--- src/sv/assert_macros.svh ---
// Assertion macros shared by the event queue modules.
// Expects clk and arst_n in the scope of each use.
`ifndef ASSERT_MACROS_SVH
`define ASSERT_MACROS_SVH

// Property must hold at every clock edge outside reset.
`define ASSERT_CLK(label, prop, msg) \
	label: assert property (@(posedge clk) disable iff (!arst_n) prop) else $error(msg);

// Condition must never be seen at a clock edge outside reset.
`define ASSERT_NEVER(label, cond, msg) \
	label: assert property (@(posedge clk) disable iff (!arst_n) !(cond)) else $error(msg);

`endif

--- src/sv/toeq_pkg.sv ---
// Shared types and constants for the time ordered event queue.
// No dependencies.
package toeq_pkg;

	localparam int CAPACITY      = 16;
	localparam int COUNT_W       = $clog2(CAPACITY + 1);
	localparam int ENTRY_COUNT_W = 5;
	localparam int FIFO_DEPTH    = 2;
	localparam int FIFO_PTR_W    = (FIFO_DEPTH > 1) ? $clog2(FIFO_DEPTH) : 1;
	localparam int FIFO_CNT_W    = $clog2(FIFO_DEPTH + 1);

	typedef enum logic {
		OP_INSERT = 1'b0,
		OP_REMOVE = 1'b1
	} op_t;

	typedef enum logic [1:0] {
		ST_OK    = 2'd0,
		ST_EMPTY = 2'd1,
		ST_FULL  = 2'd2
	} status_t;

	typedef struct packed {
		logic [31:0] etime;
		logic [3:0]  kind;
		logic [15:0] data_one;
		logic [15:0] data_two;
	} ev_t;

	typedef struct packed {
		op_t op;
		ev_t ev;
	} item_t;

	// handshake between the front queue and the back end
	typedef struct packed {
		logic valid;
		logic pop;
	} link_t;

	typedef struct packed {
		status_t              status;
		ev_t                  ev;
		logic                 is_empty;
		logic [COUNT_W-1:0]   count;
	} rsp_t;

endpackage

--- src/sv/toeq_if.sv ---
// Request and result channel interfaces for the event queue.
// Depends on nothing but the field widths of the request and result.
interface toeq_req_if;
	logic        valid;
	logic        ready;
	logic        req_type;
	logic [31:0] event_time;
	logic [3:0]  event_kind;
	logic [15:0] data_one;
	logic [15:0] data_two;

	modport source (output valid, req_type, event_time, event_kind, data_one, data_two,
		input ready);
	modport sink (input valid, req_type, event_time, event_kind, data_one, data_two,
		output ready);
endinterface

interface toeq_rsp_if;
	logic        valid;
	logic        ready;
	logic [1:0]  status;
	logic [31:0] out_time;
	logic [3:0]  out_kind;
	logic [15:0] out_data_one;
	logic [15:0] out_data_two;
	logic        is_empty;
	logic [4:0]  entry_count;

	modport source (output valid, status, out_time, out_kind, out_data_one, out_data_two,
		is_empty, entry_count, input ready);
	modport sink (input valid, status, out_time, out_kind, out_data_one, out_data_two,
		is_empty, entry_count, output ready);
endinterface

--- src/sv/toeq_front.sv ---
// Front end: takes requests, classifies them and holds them in a short queue.
// Depends on toeq_pkg, toeq_if and assert_macros.svh.
`include "assert_macros.svh"

module toeq_front import toeq_pkg::*; (
	input  logic         clk,
	input  logic         arst_n,
	toeq_req_if.sink     req,
	input  link_t        link_in,
	output link_t        link_out,
	output item_t        head
);

	item_t                 fifo_q [FIFO_DEPTH];
	logic [FIFO_PTR_W-1:0] wr_ptr_q;
	logic [FIFO_PTR_W-1:0] rd_ptr_q;
	logic [FIFO_CNT_W-1:0] cnt_q;
	logic                  push;
	logic                  pop;
	item_t                 item_in;

	function automatic logic [FIFO_PTR_W-1:0] ptr_inc(input logic [FIFO_PTR_W-1:0] p);
		ptr_inc = (p == FIFO_PTR_W'(FIFO_DEPTH - 1)) ? '0 : p + 1'b1;
	endfunction

	assign req.ready = (cnt_q != FIFO_CNT_W'(FIFO_DEPTH));
	assign push      = req.valid && req.ready;
	assign pop       = link_in.pop;

	always_comb begin
		item_in.op          = req.req_type ? OP_REMOVE : OP_INSERT;
		item_in.ev.etime    = req.event_time;
		item_in.ev.kind     = req.event_kind;
		item_in.ev.data_one = req.data_one;
		item_in.ev.data_two = req.data_two;
	end

	always_comb begin
		link_out.valid = (cnt_q != '0);
		link_out.pop   = 1'b0;
		head           = fifo_q[rd_ptr_q];
	end

	always_ff @(posedge clk) begin
		if (push) begin
			fifo_q[wr_ptr_q] <= item_in;
		end
	end

	always_ff @(posedge clk or negedge arst_n) begin
		if (!arst_n) begin
			wr_ptr_q <= '0;
			rd_ptr_q <= '0;
			cnt_q    <= '0;
		end else begin
			if (push) begin
				wr_ptr_q <= ptr_inc(wr_ptr_q);
			end
			if (pop) begin
				rd_ptr_q <= ptr_inc(rd_ptr_q);
			end
			unique case ({push, pop})
				2'b10:   cnt_q <= cnt_q + 1'b1;
				2'b01:   cnt_q <= cnt_q - 1'b1;
				default: cnt_q <= cnt_q;
			endcase
		end
	end

	`ASSERT_NEVER(a_pop_when_empty, pop && (cnt_q == '0), "back end popped an empty queue")
	`ASSERT_CLK(a_ptr_track, (cnt_q == '0) |-> (wr_ptr_q == rd_ptr_q),
		"queue pointers disagree with fill count")

endmodule

--- src/sv/toeq_back.sv ---
// Back end: sorted cell array of events and the result register.
// Depends on toeq_pkg, toeq_if and assert_macros.svh.
`include "assert_macros.svh"

module toeq_back import toeq_pkg::*; (
	input  logic         clk,
	input  logic         arst_n,
	input  link_t        link_in,
	output link_t        link_out,
	input  item_t        head,
	toeq_rsp_if.source   rsp
);

	ev_t                cells_q [CAPACITY];
	ev_t                ins_cells [CAPACITY];
	ev_t                rem_cells [CAPACITY];
	ev_t                cells_d [CAPACITY];
	logic [CAPACITY-1:0] le;
	logic [COUNT_W-1:0] count_q;
	logic [COUNT_W-1:0] count_d;
	rsp_t               res_d;
	rsp_t               out_q;
	logic               out_valid_q;
	logic               pop;

	assign pop = link_in.valid && (!out_valid_q || rsp.ready);

	always_comb begin
		link_out.valid = 1'b0;
		link_out.pop   = pop;
	end

	// each cell compares its own time with the incoming one; the array is
	// sorted, so the ones in le form a prefix and mark where the event goes
	always_comb begin
		for (int i = 0; i < CAPACITY; i++) begin
			le[i] = (COUNT_W'(i) < count_q) && (cells_q[i].etime <= head.ev.etime);
		end
		for (int i = 0; i < CAPACITY; i++) begin
			if (le[i]) begin
				ins_cells[i] = cells_q[i];
			end else if (i == 0) begin
				ins_cells[i] = head.ev;
			end else if (le[i-1]) begin
				ins_cells[i] = head.ev;
			end else begin
				ins_cells[i] = cells_q[i-1];
			end
		end
		for (int i = 0; i < CAPACITY; i++) begin
			if (i == CAPACITY - 1) begin
				rem_cells[i] = cells_q[i];
			end else begin
				rem_cells[i] = cells_q[i+1];
			end
		end
	end

	always_comb begin
		cells_d      = cells_q;
		count_d      = count_q;
		res_d.status = ST_OK;
		res_d.ev     = '0;
		unique case (head.op)
			OP_INSERT: begin
				if (count_q >= COUNT_W'(CAPACITY)) begin
					res_d.status = ST_FULL;
				end else begin
					cells_d = ins_cells;
					count_d = count_q + 1'b1;
				end
			end
			OP_REMOVE: begin
				if (count_q == '0) begin
					res_d.status = ST_EMPTY;
				end else begin
					res_d.ev = cells_q[0];
					cells_d  = rem_cells;
					count_d  = count_q - 1'b1;
				end
			end
			default: begin
				res_d.status = ST_OK;
			end
		endcase
		res_d.count    = count_d;
		res_d.is_empty = (count_d == '0);
	end

	always_ff @(posedge clk) begin
		if (pop) begin
			cells_q <= cells_d;
			out_q   <= res_d;
		end
	end

	always_ff @(posedge clk or negedge arst_n) begin
		if (!arst_n) begin
			count_q     <= '0;
			out_valid_q <= 1'b0;
		end else begin
			if (pop) begin
				count_q     <= count_d;
				out_valid_q <= 1'b1;
			end else if (rsp.ready) begin
				out_valid_q <= 1'b0;
			end
		end
	end

	assign rsp.valid        = out_valid_q;
	assign rsp.status       = out_q.status;
	assign rsp.out_time     = out_q.ev.etime;
	assign rsp.out_kind     = out_q.ev.kind;
	assign rsp.out_data_one = out_q.ev.data_one;
	assign rsp.out_data_two = out_q.ev.data_two;
	assign rsp.is_empty     = out_q.is_empty;
	assign rsp.entry_count  = ENTRY_COUNT_W'(out_q.count);

	`ASSERT_CLK(a_count_cap, count_q <= COUNT_W'(CAPACITY), "entry count above capacity")
	`ASSERT_CLK(a_head_sorted, (count_q >= COUNT_W'(2)) |-> (cells_q[0].etime <= cells_q[1].etime),
		"first two cells out of time order")
	`ASSERT_CLK(a_full_count, (out_valid_q && (out_q.status == ST_FULL)) |->
		(out_q.count == COUNT_W'(CAPACITY)), "full status with queue not full")

endmodule

--- src/sv/time_ordered_event_queue.sv ---
// Time ordered event queue, top level.
// Depends on toeq_pkg, toeq_if, toeq_front and toeq_back.
//
// Channels: req carries insert (req_type 0) and remove (req_type 1) requests;
// rsp returns one result per request, in request order, with status, the
// removed event (zero unless a remove succeeded), is_empty and entry_count.
// Up to 16 events are held sorted by time; equal times leave in arrival order.
// A request passes through the request queue, then into the result register.
// Throughput: one request per cycle sustained while rsp is ready; every
// request is done in a single pass over the cell array, each cell comparing
// its own time against the incoming one and shifting locally.
// A two-entry request queue sits between the front and the cell array, so
// req stays ready while a result waits on rsp, until that queue is full.
// Reset: asynchronous, clears the entry count and all handshake state; the
// queue is empty and ready right after reset is released, with no clearing pass.
// A stalled rsp holds its result stable; the cell array stops and the
// request queue fills, then req.ready drops until results are taken.
module time_ordered_event_queue import toeq_pkg::*; (
	input  logic         clk,
	input  logic         arst_n,
	toeq_req_if.sink     req,
	toeq_rsp_if.source   rsp
);

	link_t front_link;
	link_t back_link;
	item_t head;

	toeq_front u_front (
		.clk      (clk),
		.arst_n   (arst_n),
		.req      (req),
		.link_in  (back_link),
		.link_out (front_link),
		.head     (head)
	);

	toeq_back u_back (
		.clk      (clk),
		.arst_n   (arst_n),
		.link_in  (front_link),
		.link_out (back_link),
		.head     (head),
		.rsp      (rsp)
	);

endmodule
--- src/flat_wrapper.sv ---
// flat-port wrapper written by rule: the top's interface ports become plain ports
module time_ordered_event_queue_flat import toeq_pkg::*;
  (clk, arst_n, req_valid, req_req_type, req_event_time, req_event_kind, req_data_one, req_data_two, req_ready, rsp_valid, rsp_status, rsp_out_time, rsp_out_kind, rsp_out_data_one, rsp_out_data_two, rsp_is_empty, rsp_entry_count, rsp_ready);
  toeq_req_if req_i ();
  toeq_rsp_if rsp_i ();
  input  logic clk;
  input  logic arst_n;
  input wire logic [$bits(req_i.valid)-1:0] req_valid;
  input wire logic [$bits(req_i.req_type)-1:0] req_req_type;
  input wire logic [$bits(req_i.event_time)-1:0] req_event_time;
  input wire logic [$bits(req_i.event_kind)-1:0] req_event_kind;
  input wire logic [$bits(req_i.data_one)-1:0] req_data_one;
  input wire logic [$bits(req_i.data_two)-1:0] req_data_two;
  output wire logic [$bits(req_i.ready)-1:0] req_ready;
  output wire logic [$bits(rsp_i.valid)-1:0] rsp_valid;
  output wire logic [$bits(rsp_i.status)-1:0] rsp_status;
  output wire logic [$bits(rsp_i.out_time)-1:0] rsp_out_time;
  output wire logic [$bits(rsp_i.out_kind)-1:0] rsp_out_kind;
  output wire logic [$bits(rsp_i.out_data_one)-1:0] rsp_out_data_one;
  output wire logic [$bits(rsp_i.out_data_two)-1:0] rsp_out_data_two;
  output wire logic [$bits(rsp_i.is_empty)-1:0] rsp_is_empty;
  output wire logic [$bits(rsp_i.entry_count)-1:0] rsp_entry_count;
  input wire logic [$bits(rsp_i.ready)-1:0] rsp_ready;
  assign req_i.valid = req_valid;
  assign req_i.req_type = req_req_type;
  assign req_i.event_time = req_event_time;
  assign req_i.event_kind = req_event_kind;
  assign req_i.data_one = req_data_one;
  assign req_i.data_two = req_data_two;
  assign req_ready = req_i.ready;
  assign rsp_valid = rsp_i.valid;
  assign rsp_status = rsp_i.status;
  assign rsp_out_time = rsp_i.out_time;
  assign rsp_out_kind = rsp_i.out_kind;
  assign rsp_out_data_one = rsp_i.out_data_one;
  assign rsp_out_data_two = rsp_i.out_data_two;
  assign rsp_is_empty = rsp_i.is_empty;
  assign rsp_entry_count = rsp_i.entry_count;
  assign rsp_i.ready = rsp_ready;
  time_ordered_event_queue u_core (.clk(clk), .arst_n(arst_n), .req(req_i), .rsp(rsp_i));
endmodule
--- config.mk ---
export PLATFORM = sky130hd
export DESIGN_NAME = time_ordered_event_queue_flat
export DESIGN_NICKNAME = d
export VERILOG_FILES = /design/src/sv/toeq_pkg.sv /design/src/sv/toeq_if.sv /design/src/sv/toeq_front.sv /design/src/sv/toeq_back.sv /design/src/sv/time_ordered_event_queue.sv /design/src/flat_wrapper.sv
export VERILOG_INCLUDE_DIRS = /design/src /design/src/sv
export SDC_FILE = /design/constraint.sdc
export NUM_CORES = 2
export LEC_CHECK = 0
export ABC_AREA = 0
export ABC_CLOCK_PERIOD_IN_PS = 10760
export BUFFER_PORTS_ARGS = -buffer_cell sky130_fd_sc_hd__buf_2
export CORE_MARGIN = 2
export CORE_UTILIZATION = 55
export CTS_CLUSTER_SIZE = 10
export DETAILED_ROUTE_END_ITERATION = 12
export PLACE_DENSITY = 0.8
export SYNTH_ARGS = -nofsm -noshare
export SYNTH_HDL_FRONTEND = slang
export SYNTH_SLANG_ARGS = --single-unit
export TNS_END_PERCENT = 50
--- constraint.sdc ---
create_clock -name clk -period 10.76 [get_ports clk]
set_input_delay 1.076 -clock clk [delete_from_list [all_inputs] [get_ports clk]]
set_output_delay 1.076 -clock clk [all_outputs]
set_load 0.05 [all_outputs]
==> flow_summary.yaml <==
placement:
  place_inst: 7334
  gp_congestion: 1.02
  portBuffers: 150
  dp_hpwl_microns: 149000
yosys:
  synth-xor-area-share_pct: 0.0885
  syn_inst: 5917
  async_reset_ff_share_pct: 0.762
  ys.flop_type: "edfxtp_1"
  yosysWarnings: 0
  muxShareOfSynthArea_pct: 2.53
  syn_avg_cell_area_sq_um: 11.7
  netlist.top_cell.by_area: "edfxtp_1"
  synth-simple-area-share_pct: 12.0
  synth_top_area_share_pct: 56.5
  ys_seq_area_share_pct: 56.8
  synthAdderAreaFrac_pct: 8.75
  syn-cell-area_sq_um: 69200
  synth_top_family_by_area: "compound AO/OA/AOI/OAI gates"
  synth_fp_nets: 6474
  synth_cell_types: 68
  synth_seq_cells: 1312
  synth_enable_flop_cells: 1302
  synth_compound_area_share_pct: 16.8
  netlist_top_cells_area: "edfxtp_1 56%, a221o_1 9.1%, ha_1 8.7%, nor2_1 4.3%, nand2_1 3.4%"
die:
  core_area_sq_um: 125000
  start_util_pct: 55.3
  io_pins: 151
  rows: 130
  die_w_microns: 359
  dieArea_sq_um: 129000
  die_h_microns: 359
global_route:
  grt_max_degree: 130
  grt_pass1_vias: 52400
  grt_util_all_layers_pct: 35.8
  grt_pass1_wl_microns: 345000
  antenna_found_initial: 8
  gr-total-overflow: 0
cts:
  cts_max_level: 4
  cts.path.max_buffers: 3
  clk_pin_slew_ns: 0.05
  hold_buffers: 0
  clk_latency_ns: 0.82
  numCtsBuffers: 152
  cts_tree: "built"
  cts_resized: 0
  post-cts-setup-buffer-count: 0
  root_buffer: "clkbuf_16"
  clock-sinks: 1312
sta:
  grt_setup_unrepaired: "false"
  fin_setup_tns_ns: 0
  timing_hold_violations_final: 0
  tightest_slew_ns: 1.38
  fmax_mhz: 130
  slew_headroom_pct: 7.92
  fin_skew_ns: 0.0442
  final-setup-viol-count: 0
  period_share_pct: 71.3
  finalMaxSlewViolations: 0
  fin_crit_ns: 7.67
critical_path:
  slowest_delay_ns: 1.01
  cp-startpoint: "u_core.u_front.rd_ptr_q"
  path_class: "register to register"
  cp_common_cell: "buf_4"
  cp.arrival_ns: 8.09
  critPathRequiredTime_ns: 11.18
  timing.rr.start: "u_core.u_front.rd_ptr_q"
  start_kind: "register"
  crit_path_cell_trace: "buf_4 > mux2_2 > inv_1 > ha_1 > nand4_1 > nor4_1 > a21boi_0 > or4_1 > a31o_4 > a21oi_1 > nor2_4 > buf_4"
  cp_max_fo: 54
  cp-end-kind: "register"
  critPathSlowestCell: "nor4_1"
job:
  max_cap_viol_count: 0
final_layout:
  fillers: 9700
  final_nets: 6396
  area_delta_synth_final_pct: 9.08
  drive_above_1_share_pct: 8.92
  final-instance-count-excl-fill: 7539
drt:
  drt_iter0_drc: 9987
  dr_total_vias: 55300
  routed_wl_microns: 238000
  drcViolationCount: 0
  ant_nets: 0
  wl_per_cell_microns: 31.6
  drtPass1Iterations: 9
  vias_per_cell: 7.33
run_status:
  run_status: "finished clean"
hold_path:
  hp-class: "input pin to asynchronous set/reset pin"
==> worst paths after layout <==
check | endpoint | slack [ns] | depth (start not counted)
max reg2reg | u_core.u_back.cells_q[155] | 3.09 | 12
max in group asynchronous | u_core.u_front.rd_ptr_q | 10.39 | 1
min reg2reg | u_core.u_front.cnt_q[1] | 0.51 | 1
min | u_core.u_back.rsp.valid | 0.13 | 1
min in group clk | u_core.u_front.fifo_q[1][30] | 0.45 | 1
max | u_core.u_back.cells_q[155] | 3.09 | 12
==> cells in the mapped netlist, types with 3 or more instances <==
cell	count
dfrtp_1	10
o22ai_1	3
nand2b_1	6
or4_1	4
o2bb2ai_1	12
nand3_1	247
nand2_1	623
a221oi_1	5
a31oi_1	6
xnor2_1	5
a211o_1	5
edfxtp_1	1302
mux2_2	71
and2_1	81
nor2b_1	15
o221ai_1	13
and3_1	3
a21o_1	24
a2111oi_0	7
nor4_1	23
inv_1	56
nand4_1	103
o211a_1	3
buf_2	23
o21ai_0	210
a221o_1	630
a22oi_1	4
buf_1	45
buf_6	9
nor3_1	28
and4_1	5
a211oi_1	54
clkbuf_1	392
ha_1	484
nor2_1	789
a21oi_1	244
mux2i_1	95
o31a_1	3
o21ai_1	3
o211ai_1	203
o21a_1	16
a21boi_0	15
a31o_2	3
==> state kept, by name, summed over array words and instances (netlist names), 2 cells and up <==
signal                          count
u_core.u_back.rsp.entry_count       5
u_core.u_front.cnt_q                2
u_core.u_back.rsp.out_data_two     16
u_core.u_front.fifo_q             138
u_core.u_back.rsp.out_time         32
u_core.u_back.cells_q            1088
u_core.u_back.rsp.status            2
u_core.u_back.rsp.out_data_one     16
u_core.u_back.rsp.out_kind          4
u_core.u_back.count_q               5
==> metal layers <==
layer  GRT usage, %  wire length [microns]  vias up
li1               -                      -    22900
met1           48.3                  87600    26800
met2           53.5                 103000     4707
met3           8.48                  32300      873
met4           19.9                  15100        6
met5          0.407                    106        -
==> cells by family after synthesis <==
kind of cell | Yosys count
AO/OA/AOI/OAI | 1480
XOR/XNOR | 7
buffers and inverters | 526
multiplexers | 166
AND/OR/NAND/NOR | 1942
adder cells (fa/ha/maj) | 484
flip-flops | 1312
==> critical path: cells and delay by family (launching register included) <==
kind	cells	cell delay, ns
AOI/OAI and AO/OA	3	1.29
adders and majority gates	1	0.27
buffers and inverters	3	1.94
DFF	1	0.79
muxes	1	0.47
and+or+nand+nor	4	2.41
==> through the flow <==
stage               utilization (%)  setup WS (ns)  hold slack [ns]  instance area (sq um)
floorplan                         -          0.373            0.461                  69200
global placement               56.9           3.73            0.481                  71300
detailed placement             56.9           3.52            0.507                  71300
CTS                            60.3           3.50            0.106                  75500
global route                   60.3           3.05            0.131                  75500
finish                         60.3           3.09            0.125                  75500
==> placed cells by master (no fill, tap or decap), types with 54 or more instances in the layout <==
cell type / instances
edfxtp_1: 1302
nor2_1: 776
a221o_1: 630
nand2_1: 623
ha_1: 484
nand3_1: 247
a21oi_1: 237
o21ai_0: 210
o211ai_1: 203
clkbuf_16: 153
buf_2: 150
nand4_1: 103
mux2i_1: 94
buf_4: 84
and2_1: 78
mux2_2: 70
inv_1: 56
a211oi_1: 54
==> cell type report <==
type | instances | area [sq um] | area share (%)
Clock inverter | 18 | 287 | 0.379
Clock buffer | 184 | 3960 | 5.24
Antenna cell | 2 | 5.00 | 0.00663
Sequential cell | 1312 | 39400 | 52.1
Inverter | 56 | 210 | 0.278
Tap cell | 1650 | 2060 | 2.73
Multi-Input combinational cell | 4079 | 28200 | 37.4
Timing Repair Buffer | 238 | 1450 | 1.91
Power is not shown: default switching activity piles up to over one toggle a cycle in this logic, so the estimate is an artifact.
